===== src/rtl/bgnc_pkg.sv =====
// shared constants and helpers for the binary grid neighbor count block
`default_nettype none

package bgnc_pkg;

	localparam int DEF_MAX_WIDTH  = 1024;
	localparam int DEF_MAX_HEIGHT = 1024;
	localparam int GRID_RESET     = 1024;

	localparam int CFG_INDEX_W = 8;
	localparam int CFG_DATA_W  = 11;
	localparam int COUNT_W     = 4;

	localparam logic [CFG_INDEX_W-1:0] REG_GRID_WIDTH  = CFG_INDEX_W'(0);
	localparam logic [CFG_INDEX_W-1:0] REG_GRID_HEIGHT = CFG_INDEX_W'(1);

	localparam logic OP_CELL  = 1'b0;
	localparam logic OP_FLUSH = 1'b1;

	localparam logic [COUNT_W-1:0] COUNT_MAX = COUNT_W'(8);

	function automatic logic [COUNT_W-1:0] popcount8(input logic [7:0] v);
		logic [COUNT_W-1:0] n;
		n = '0;
		for (int i = 0; i < 8; i++) begin
			n = n + COUNT_W'(v[i]);
		end
		return n;
	endfunction

endpackage

`default_nettype wire


===== src/rtl/binary_grid_neighbor_count.sv =====
// accepted items enter stage 1; a result they release then goes to the output register
// throughput: one item per cycle unless the output backs up; the row memory is read on
// accept and written back from stage 1, with a forward path for back-to-back same column
// results lag the stream by one row plus one cell, so each frame needs width + 1 flushes
// reset clears position, window and handshake state; the row memory is not cleared,
// since stored bits are only used after they have been written in the current frame
`default_nettype none

module binary_grid_neighbor_count
	import bgnc_pkg::*;
#(
	parameter int MAX_WIDTH  = DEF_MAX_WIDTH,
	parameter int MAX_HEIGHT = DEF_MAX_HEIGHT
) (
	input  logic                   clk,
	input  logic                   arst_n,
	input  logic                   in_valid,
	output logic                   in_stall,
	input  logic                   opcode,
	input  logic                   cell_marked,
	output logic                   out_valid,
	input  logic                   out_stall,
	output logic                   is_marked,
	output logic [COUNT_W-1:0]     neighbor_count,
	output logic                   row_end,
	output logic                   frame_end,
	input  logic                   cfg_valid,
	output logic                   cfg_ready,
	input  logic [CFG_INDEX_W-1:0] cfg_index,
	input  logic [CFG_DATA_W-1:0]  cfg_data
);

	localparam int CW = $clog2(MAX_WIDTH);
	localparam int WW = $clog2(MAX_WIDTH + 1);
	localparam int HW = $clog2(MAX_HEIGHT + 1);
	localparam int RW = $clog2(MAX_HEIGHT + 2);
	localparam int RST_W = (GRID_RESET > MAX_WIDTH) ? MAX_WIDTH : GRID_RESET;
	localparam int RST_H = (GRID_RESET > MAX_HEIGHT) ? MAX_HEIGHT : GRID_RESET;

	typedef struct packed {
		logic b;
		logic ge1;
		logic ge2;
		logic col0;
		logic res;
		logic last;
	} s1_ctl_t;

	// clamped register values
	logic [WW-1:0] w_q;
	logic [HW-1:0] h_q;

	logic [CW-1:0] ic_q;
	logic [RW-1:0] ir_q;
	logic [8:0]    window_q;

	logic          s1_valid_s1;
	s1_ctl_t       s1_ctl_s1;
	logic [CW-1:0] s1_addr_s1;
	logic          s1_fwd_s1;
	logic [1:0]    s1_fwd_data_s1;

	logic               out_valid_q;
	logic               is_marked_q;
	logic [COUNT_W-1:0] count_q;
	logic               row_end_q;
	logic               frame_end_q;

	logic          cfg_we;
	logic          restart;
	logic          accept;
	logic          s1_adv;
	s1_ctl_t       ctl_s0;
	logic [RW-1:0] h_ext;
	logic [RW-1:0] h_p1;
	logic [WW-1:0] ic_inc;
	logic          wrap;
	logic [1:0]    ram_rdata;
	logic [1:0]    st;
	logic          top;
	logic          mid;
	logic [2:0]    col;
	logic [1:0]    wdata;
	logic [8:0]    win;
	logic          center;

	assign cfg_ready = 1'b1;
	assign cfg_we    = cfg_valid && cfg_ready;
	assign restart   = cfg_we && (cfg_index == REG_GRID_WIDTH || cfg_index == REG_GRID_HEIGHT);

	always_ff @(posedge clk or negedge arst_n) begin
		if (!arst_n) begin
			w_q <= WW'(RST_W);
			h_q <= HW'(RST_H);
		end else if (cfg_we) begin
			unique case (cfg_index)
				REG_GRID_WIDTH: begin
					if (cfg_data == '0) begin
						w_q <= WW'(1);
					end else if (32'(cfg_data) > MAX_WIDTH) begin
						w_q <= WW'(MAX_WIDTH);
					end else begin
						w_q <= WW'(cfg_data);
					end
				end
				REG_GRID_HEIGHT: begin
					if (cfg_data == '0) begin
						h_q <= HW'(1);
					end else if (32'(cfg_data) > MAX_HEIGHT) begin
						h_q <= HW'(MAX_HEIGHT);
					end else begin
						h_q <= HW'(cfg_data);
					end
				end
				default: begin
				end
			endcase
		end
	end

	// handshake
	assign s1_adv   = s1_valid_s1 && (!s1_ctl_s1.res || !out_valid_q || !out_stall);
	assign in_stall = s1_valid_s1 && !s1_adv;
	assign accept   = in_valid && !in_stall;

	// stage 0: position decode on the incoming item
	assign h_ext  = RW'(h_q);
	assign h_p1   = h_ext + RW'(1);
	assign ic_inc = WW'(ic_q) + WW'(1);
	assign wrap   = ic_inc >= w_q;

	always_comb begin
		ctl_s0.b    = (opcode == OP_CELL) && (ir_q < h_ext) && cell_marked;
		ctl_s0.ge1  = ir_q >= RW'(1);
		ctl_s0.ge2  = ir_q >= RW'(2);
		ctl_s0.col0 = ic_q == '0;
		// first column closes the previous row, otherwise the column to the left
		ctl_s0.res  = ctl_s0.col0 ? (ctl_s0.ge2 && ir_q <= h_p1)
			: (ctl_s0.ge1 && ir_q <= h_ext);
		ctl_s0.last = ctl_s0.col0 && ir_q == h_p1;
	end

	always_ff @(posedge clk or negedge arst_n) begin
		if (!arst_n) begin
			ic_q <= '0;
			ir_q <= '0;
		end else if (restart) begin
			ic_q <= '0;
			ir_q <= '0;
		end else if (accept) begin
			priority if (ctl_s0.last) begin
				ic_q <= '0;
				ir_q <= '0;
			end else if (wrap) begin
				ic_q <= '0;
				ir_q <= ir_q + RW'(1);
			end else begin
				ic_q <= ic_inc[CW-1:0];
			end
		end
	end

	bgnc_ram #(
		.WIDTH(2),
		.DEPTH(MAX_WIDTH)
	) u_row_ram (
		.clk  (clk),
		.we   (s1_adv),
		.waddr(s1_addr_s1),
		.wdata(wdata),
		.re   (accept),
		.raddr(ic_q),
		.rdata(ram_rdata)
	);

	// stage 1: merge the column with the stored rows and slide the window
	assign st     = s1_fwd_s1 ? s1_fwd_data_s1 : ram_rdata;
	assign top    = s1_ctl_s1.ge2 && st[1];
	assign mid    = s1_ctl_s1.ge1 && st[0];
	assign col    = {s1_ctl_s1.b, mid, top};
	assign wdata  = {mid, s1_ctl_s1.b};
	assign win    = s1_ctl_s1.col0 ? {3'b000, window_q[8:3]} : {col, window_q[8:3]};
	assign center = win[4];

	always_ff @(posedge clk or negedge arst_n) begin
		if (!arst_n) begin
			s1_valid_s1 <= 1'b0;
		end else if (accept) begin
			s1_valid_s1 <= 1'b1;
		end else if (s1_adv) begin
			s1_valid_s1 <= 1'b0;
		end
	end

	always_ff @(posedge clk) begin
		if (accept) begin
			s1_ctl_s1      <= ctl_s0;
			s1_addr_s1     <= ic_q;
			// the ram returns old data when the item ahead writes the same column
			s1_fwd_s1      <= s1_adv && s1_addr_s1 == ic_q;
			s1_fwd_data_s1 <= wdata;
		end
	end

	always_ff @(posedge clk or negedge arst_n) begin
		if (!arst_n) begin
			window_q <= '0;
		end else if (restart) begin
			window_q <= '0;
		end else if (s1_adv) begin
			if (s1_ctl_s1.col0) begin
				window_q <= s1_ctl_s1.last ? 9'd0 : {col, 6'd0};
			end else begin
				window_q <= win;
			end
		end
	end

	// output register
	always_ff @(posedge clk or negedge arst_n) begin
		if (!arst_n) begin
			out_valid_q <= 1'b0;
		end else if (s1_adv && s1_ctl_s1.res) begin
			out_valid_q <= 1'b1;
		end else if (out_valid_q && !out_stall) begin
			out_valid_q <= 1'b0;
		end
	end

	always_ff @(posedge clk) begin
		if (s1_adv && s1_ctl_s1.res) begin
			is_marked_q <= center;
			count_q     <= center ? '0 : popcount8({win[8:5], win[3:0]});
			// only the first column item closes a row
			row_end_q   <= s1_ctl_s1.col0;
			frame_end_q <= s1_ctl_s1.last;
		end
	end

	assign out_valid      = out_valid_q;
	assign is_marked      = is_marked_q;
	assign neighbor_count = count_q;
	assign row_end        = row_end_q;
	assign frame_end      = frame_end_q;

endmodule

`default_nettype wire


===== src/rtl/bgnc_ram.sv =====
// generic single-write, single-read ram with registered read data
`default_nettype none

module bgnc_ram #(
	parameter int WIDTH = 2,
	parameter int DEPTH = 1024
) (
	input  logic                     clk,
	input  logic                     we,
	input  logic [$clog2(DEPTH)-1:0] waddr,
	input  logic [WIDTH-1:0]         wdata,
	input  logic                     re,
	input  logic [$clog2(DEPTH)-1:0] raddr,
	output logic [WIDTH-1:0]         rdata
);

	logic [WIDTH-1:0] mem_q [DEPTH];
	logic [WIDTH-1:0] rdata_q;

	always_ff @(posedge clk) begin
		if (we) begin
			mem_q[waddr] <= wdata;
		end
		if (re) begin
			rdata_q <= mem_q[raddr];
		end
	end

	assign rdata = rdata_q;

endmodule

`default_nettype wire


===== config.mk =====
export PLATFORM = sky130hd
export DESIGN_NAME = binary_grid_neighbor_count
export DESIGN_NICKNAME = d
export VERILOG_FILES = /design/src/rtl/bgnc_pkg.sv /design/src/rtl/binary_grid_neighbor_count.sv /design/src/rtl/bgnc_ram.sv
export SDC_FILE = /design/constraint.sdc
export NUM_CORES = 2
export LEC_CHECK = 0
export ABC_AREA = 1
export BUFFER_PORTS_ARGS = -buffer_cell sky130_fd_sc_hd__buf_2
export CAP_MARGIN = 30
export CELL_PAD_IN_SITES_DETAIL_PLACEMENT = 1
export CELL_PAD_IN_SITES_GLOBAL_PLACEMENT = 2
export CORE_ASPECT_RATIO = 0.6
export CORE_MARGIN = 4
export CORE_UTILIZATION = 46
export DETAILED_ROUTE_END_ITERATION = 10
export PLACE_DENSITY = 0.86
export SLEW_MARGIN = 0
export SYNTH_ARGS = -nofsm -noshare
export SYNTH_HDL_FRONTEND = slang
export SYNTH_SLANG_ARGS = --single-unit

===== constraint.sdc =====
create_clock -name clk -period 105.1 [get_ports clk]
set_clock_uncertainty 0.1 [all_clocks]
set_input_delay 21.02 -clock clk [delete_from_list [all_inputs] [get_ports clk]]
set_output_delay 21.02 -clock clk [all_outputs]
set_load 0.01 [all_outputs]

Word level (Yosys, flattened, before mapping)
Memory sizes are Yosys's and may differ from the RTL's. A register that Yosys moved wholly into a read port is not among the register bits.
Cells that the tools add are included.
{ "totals": {"ramBits": 2048, "mem_count": 1, "latch_bits": 0, "register_bits": 80, "rom_bits": 0, "wordCells": 98} }
{ "memory_table": {"columns": ["memory", "words", "width", "read_ports", "rd_ports_with_merged_regs", "wr", "line", "text"], "rows": [
  ["u_row_ram.mem_q", 1024, 2, 1, 1, 1, "bgnc_ram.sv:17", "logic [WIDTH-1:0] mem_q [DEPTH];"]
]} }
{ "classes": {"bitwise": 1, "n_shift": 0, "n_lt_le_gt_ge": 7, "n_mux": 23, "n_addsub": 10, "reduce_logical": 33, "div": 0, "mul": 0, "eq_ne": 3} }
{ "op_table": {"columns": ["operator", "count"], "rows": [
  ["$mux W11", 6],
  ["$mux W9", 5],
  ["$mux W10", 4],
  ["$add A11 B1 Y11 const B", 2],
  ["$le A11 B11 Y1", 2],
  ["$add A4 B1 Y4", 4],
  ["$logic_and A1 B1 Y1", 14],
  ["$add A10 B1 Y11 const B", 1],
  ["$eq A11 B11 Y1", 1],
  ["$ge A11 B1 Y1 const B", 1],
  ["$ge A11 B11 Y1", 1],
  ["$ge A11 B2 Y1 const B", 1],
  ["$gt A11 B11 Y1 const B", 1],
  ["$logic_not A11 Y1", 1],
  ["$lt A11 B11 Y1", 1],
  ["$eq A10 B10 Y1", 1],
  ["$logic_not A10 Y1", 1],
  ["$eq A8 B1 Y1 const B", 1],
  ["$logic_not A8 Y1", 1],
  ["$reduce_bool A2 Y1", 4],
  ["$mux W1", 7],
  ["$reduce_and A2 Y1", 3],
  ["$logic_not A1 Y1", 5],
  ["$add A3 B1 Y4", 1],
  ["6 further kinds", 8]
]} }

Depth between registers and ports, before layout
{ "depth": {"depth_word": 10, "depth_mapped": 25, "ltp_nobuf": 22} }

Modules after synthesis
From an unflattened synthesis, not the netlist that was laid out.
{ "hier_totals": {"hier_cells": 8582, "hier_area_um2": 92157.1} }
{ "by_module_without_submodules": {"columns": ["mod", "cells_per_inst", "seq_area_each_um2", "area_each_um2", "n_inst"], "rows": [
  ["bgnc_ram", 7976, 61559.0, 86973.4, 1],
  ["binary_grid_neighbor_count", 606, 2059.5, 5183.7, 1]
]} }

Least setup slack after synthesis
No wires, ideal clock.
{ "synth_path": {"path_kind": "reg2reg", "startpoint": "reg s1_fwd_s1", "endpoint": "reg s1_fwd_data_s1[1] (data pin)", "setup_ns": 7.777, "stages_incl_launch_ff": 4, "arrival_ns": 38.680, "n_path_buf": 0, "period_less_slack_ns": 46.557, "path_slack_ns": 58.543, "path_cell_list": "edfxtp_1 > inv_1 > nor2_1 > nor3_1"} }
{ "synth_via": {"elab_chain_len": 2} }
{ "synth_lines": {"columns": ["element", "line", "text"], "rows": [
  ["from (decl)", "binary_grid_neighbor_count.sv:60", "logic s1_fwd_s1;"],
  ["from (signal assigned)", "binary_grid_neighbor_count.sv:200", "s1_fwd_s1 <= s1_adv && s1_addr_s1 == ic_q;"],
  ["$mux W2", "binary_grid_neighbor_count.sv:177", "assign st = s1_fwd_s1 ? s1_fwd_data_s1 : ram_rdata;"],
  ["$logic_and A1 B1 Y1", "binary_grid_neighbor_count.sv:179", "assign mid = s1_ctl_s1.ge1 && st[0];"],
  ["named net col[1]", "binary_grid_neighbor_count.sv:82", "logic [2:0] col;"],
  ["to (signal assigned)", "binary_grid_neighbor_count.sv:201", "s1_fwd_data_s1 <= wdata;"],
  ["to (decl)", "binary_grid_neighbor_count.sv:61", "logic [1:0] s1_fwd_data_s1;"]
]} }
The timed path passes the listed nets, and every way through them passes these cells.
A chain may end at the register's enable or synchronous reset.

Worst setup path after layout
{ "layout_path": {"startpoint": "in out_stall", "endpoint": "out in_stall"} }
{ "layout_via": {"elab_chain_len": 5} }
{ "layout_lines": {"columns": ["element", "line", "text"], "rows": [
  ["from (decl)", "binary_grid_neighbor_count.sv:22", "input logic out_stall,"],
  ["$logic_not A1 Y1", "binary_grid_neighbor_count.sv:122", "assign s1_adv = s1_valid_s1 && (!s1_ctl_s1.res || !out_valid_q || !out_stall);"],
  ["$logic_or A1 B1 Y1", "binary_grid_neighbor_count.sv:122", null],
  ["$logic_and A1 B1 Y1", "binary_grid_neighbor_count.sv:122", null],
  ["$logic_not A1 Y1", "binary_grid_neighbor_count.sv:123", "assign in_stall = s1_valid_s1 && !s1_adv;"],
  ["$logic_and A1 B1 Y1", "binary_grid_neighbor_count.sv:123", null],
  ["to (decl)", "binary_grid_neighbor_count.sv:18", "output logic in_stall,"]
]} }
Every way passes these cells.

==> run metrics <==
row cnt=approximately 130; die width=~590 µm; Vias=67500; Worst Reg2Reg Path Length in Cells=23; dominant cells by area after synthesis=edfxtp_1, nor2_1, nand2_1, nand3_1, o21ai_0; Distinct cells, synth=39; Slew headroom=21.3%; period utilization=approximately 40%; WP data required=approximately 84 ns; vias in the first global route=around 70000; Syn Std Cell Area=0.0939 mm²; top-count cell post-synth=nor2_1; RSZ-0062 raised after global routing=false; sequential power share=between 30% and 40%; Slew @ Worst Pin=roughly 1.2 ns; CP max stage cell=nor2_1; Area Growth Syn to Fin=9.28%; Critical Path End Type=primary output; PostCTS Resize Cnt=0; WS Path Type=in -> out; 1st-iter DRT viols=7146; CP Launch Point=out_stall; core area=between 0.2 and 0.25 mm²; status=complete, no violations; all-layer global routing usage=approximately 28%; DIE HEIGHT=358 µm; Post-Synthesis Net Count=9382; cell taking the most area after synthesis=edfxtp_1; drt first pass iters=5; CP Buf/Inv Count=2; top cells by count, synth=nor2_1, nand2_1, edfxtp_1; hold slack=approximately 0.36 ns; origin of the critical flop-to-flop path=ic_q[0]; fin. max-slew vios=0; Synth async-reset ratio=around 2.4%; Die ar.=roughly 0.21 mm²; Reg-to-Reg End=u_row_ram.rdata[1]; CP top delay family=simple AND/OR/NAND/NOR gates; first-pass GRT wire length=445 mm; Switching Share=38.1%; worst-skew pair later-pin latency=roughly 0.86 ns; Post-CTS Setup Inserts=0; I/O Buffers=34; Min-Delay Startpoint=s1_ctl_s1[0]; total leakage power=approximately 37 nW; Post-synth EDFFs=a little over 2000; synthesized instance count=slightly above 9000; internal power=about 1.6 mW; TNS Setup=0 ns; Pwr Total=about 2.5 mW; Net count, final=approximately 9000; Congestion Overflow GR=0; YS warnings=0; DR vias/cell=between 5 and 6; Reg2Reg Setup Slack=roughly 98 ns; Clock power frac=27.9%; DP Wirelength=approximately 160 mm; Max Cap Violations=0; Max Clk Rate=around 23 MHz; Routed wire per std cell=25.1 µm; CP peak stage delay=0.19 ns; largest net degree at the start of global routing=213; routability cong.=0.822; Pwr Density=roughly 25 mW/mm²; Comb pwr share=32.7%; Synth Flop Type=edfxtp_1; total CTS buffers=approximately 210; WHS Endpoint=frame_end; top-area cell type share of the netlist area=66.4%; final wirelength=300 mm; antenna violations before repair=12; Reg clk slew, reported paths=~0.060 ns; root buf cell=clkbuf_16; syn_area_per_cell=roughly 10 µm²; clock sink count=around 2100; Tmin final=between 40 and 50 ns; DRC viols=0; final hold violations=0; Setup violations, final=0; FF+latch count, synth=between 2000 and 2500; sequential area share after synthesis=around 68%; HP Class=reg -> reg; Worst Path Max Fanout=3; worst vdd ir=between 0.02 and 0.025 mV; CTS H-tree depth=4; crit path cell chain=buf_2 -> nand3_1 -> nor2_1 -> buf_2; CTS tree=built; worst-case clock buffer depth=4; worst hold stages=0; most frequent CP cell=buf_2; initial core utilization=around 46%; share of post-route cells with drive strength above 1=5.61%; CP Launch Type=primary input; CP arrival=roughly 22 ns; Switching Power=roughly 0.97 mW; Hold Buf Count CTS=0; DRT antenna net count=0; IO Count=36
==> power groups by stage <==
stage,clock network [mW],logic [mW],registers (mW)
after floorplan,0,0.516,1.10
after global placement,0,0.799,1.02
after detailed placement,0,0.820,1.02
after CTS,0.721,0.826,1.00
after global routing,0.757,0.913,1.00
final,0.710,0.831,1.00
==> how the worst max path moves through the flow <==
stage                              endpoint  slack [ns]  cells after the start
after floorplan           s1_fwd_data_s1[1]       58.54                      3
after global placement             in_stall       62.40                      4
after detailed placement           in_stall       62.41                      4
after CTS                          in_stall       62.41                      4
after global routing               in_stall       62.32                      4
final                              in_stall       62.40                      4
==> logic make-up after synthesis <==
family | count (synthesis) | synth area share [%]
AO/OA/AOI/OAI | 874 | 4.93
buffers and inverters | 1217 | 5.36
other | 1 | 0.00399
adder cells (fa/ha/maj) | 46 | 0.645
AND/OR/NAND/NOR | 5023 | 21.1
XOR/XNOR | 22 | 0.205
flip-flops | 2127 | 67.7
==> metrics by stage <==
step / cell area (µm²) / setup slack [ns] / instances / utilization [%]
after global placement: 96200 / 62.40 / 11600 / 47.4
final: 103000 / 62.40 / 11900 / 50.6
after floorplan: 93900 / 58.54 / 9310 / -
after global routing: 103000 / 62.32 / 11900 / 50.6
after CTS: 103000 / 62.41 / 11900 / 50.5
after detailed placement: 96400 / 62.41 / 11600 / 47.5
==> state kept, by name, summed over array words and instances (netlist names), 2 cells and up <==
signal	cells
u_row_ram.mem_q	2048
h_ext	11
ir_q	11
w_q	11
ic_q	10
s1_addr_s1	10
window_q	6
s1_ctl_s1	5
neighbor_count	4
s1_fwd_data_s1	2
u_row_ram.rdata	2
==> cell usage in the layout (no fill, tap or decap), types with 30 or more instances in the layout <==
| cell | n |
|---|---|
| dfrtp_1 | 43 |
| clkinv_2 | 34 |
| clkinv_1 | 57 |
| ha_1 | 42 |
| a21oi_1 | 106 |
| inv_1 | 568 |
| edfxtp_1 | 2076 |
| nor3_1 | 30 |
| buf_4 | 123 |
| o211ai_1 | 75 |
| nand2_1 | 2087 |
| o21ai_1 | 52 |
| o21ai_0 | 601 |
| clkbuf_16 | 208 |
| clkbuf_1 | 43 |
| nand3_1 | 639 |
| buf_2 | 34 |
| nor2_1 | 2182 |
==> per-layer routing <==
metal  wire, µm  global-route usage (%)  vias up
li1           -                       -    30400
met1     133000                    40.4    34300
met2     136000                    44.7     2369
met3      23100                    4.27      421
met4       7800                    6.99        0
met5          0                       0        -
==> layout make-up <==
cell class	count	area (µm²)
Clock inverter	96	714
Sequential cell	2127	63600
Tap cell	2730	3420
Clock buffer	254	5410
Multi-Input combinational cell	5966	25500
Timing Repair Buffer	186	1740
Inverter	586	2220
Fill cell	22200	100000
Antenna cell	1	2.50
(Power assumes the default switching activity.)
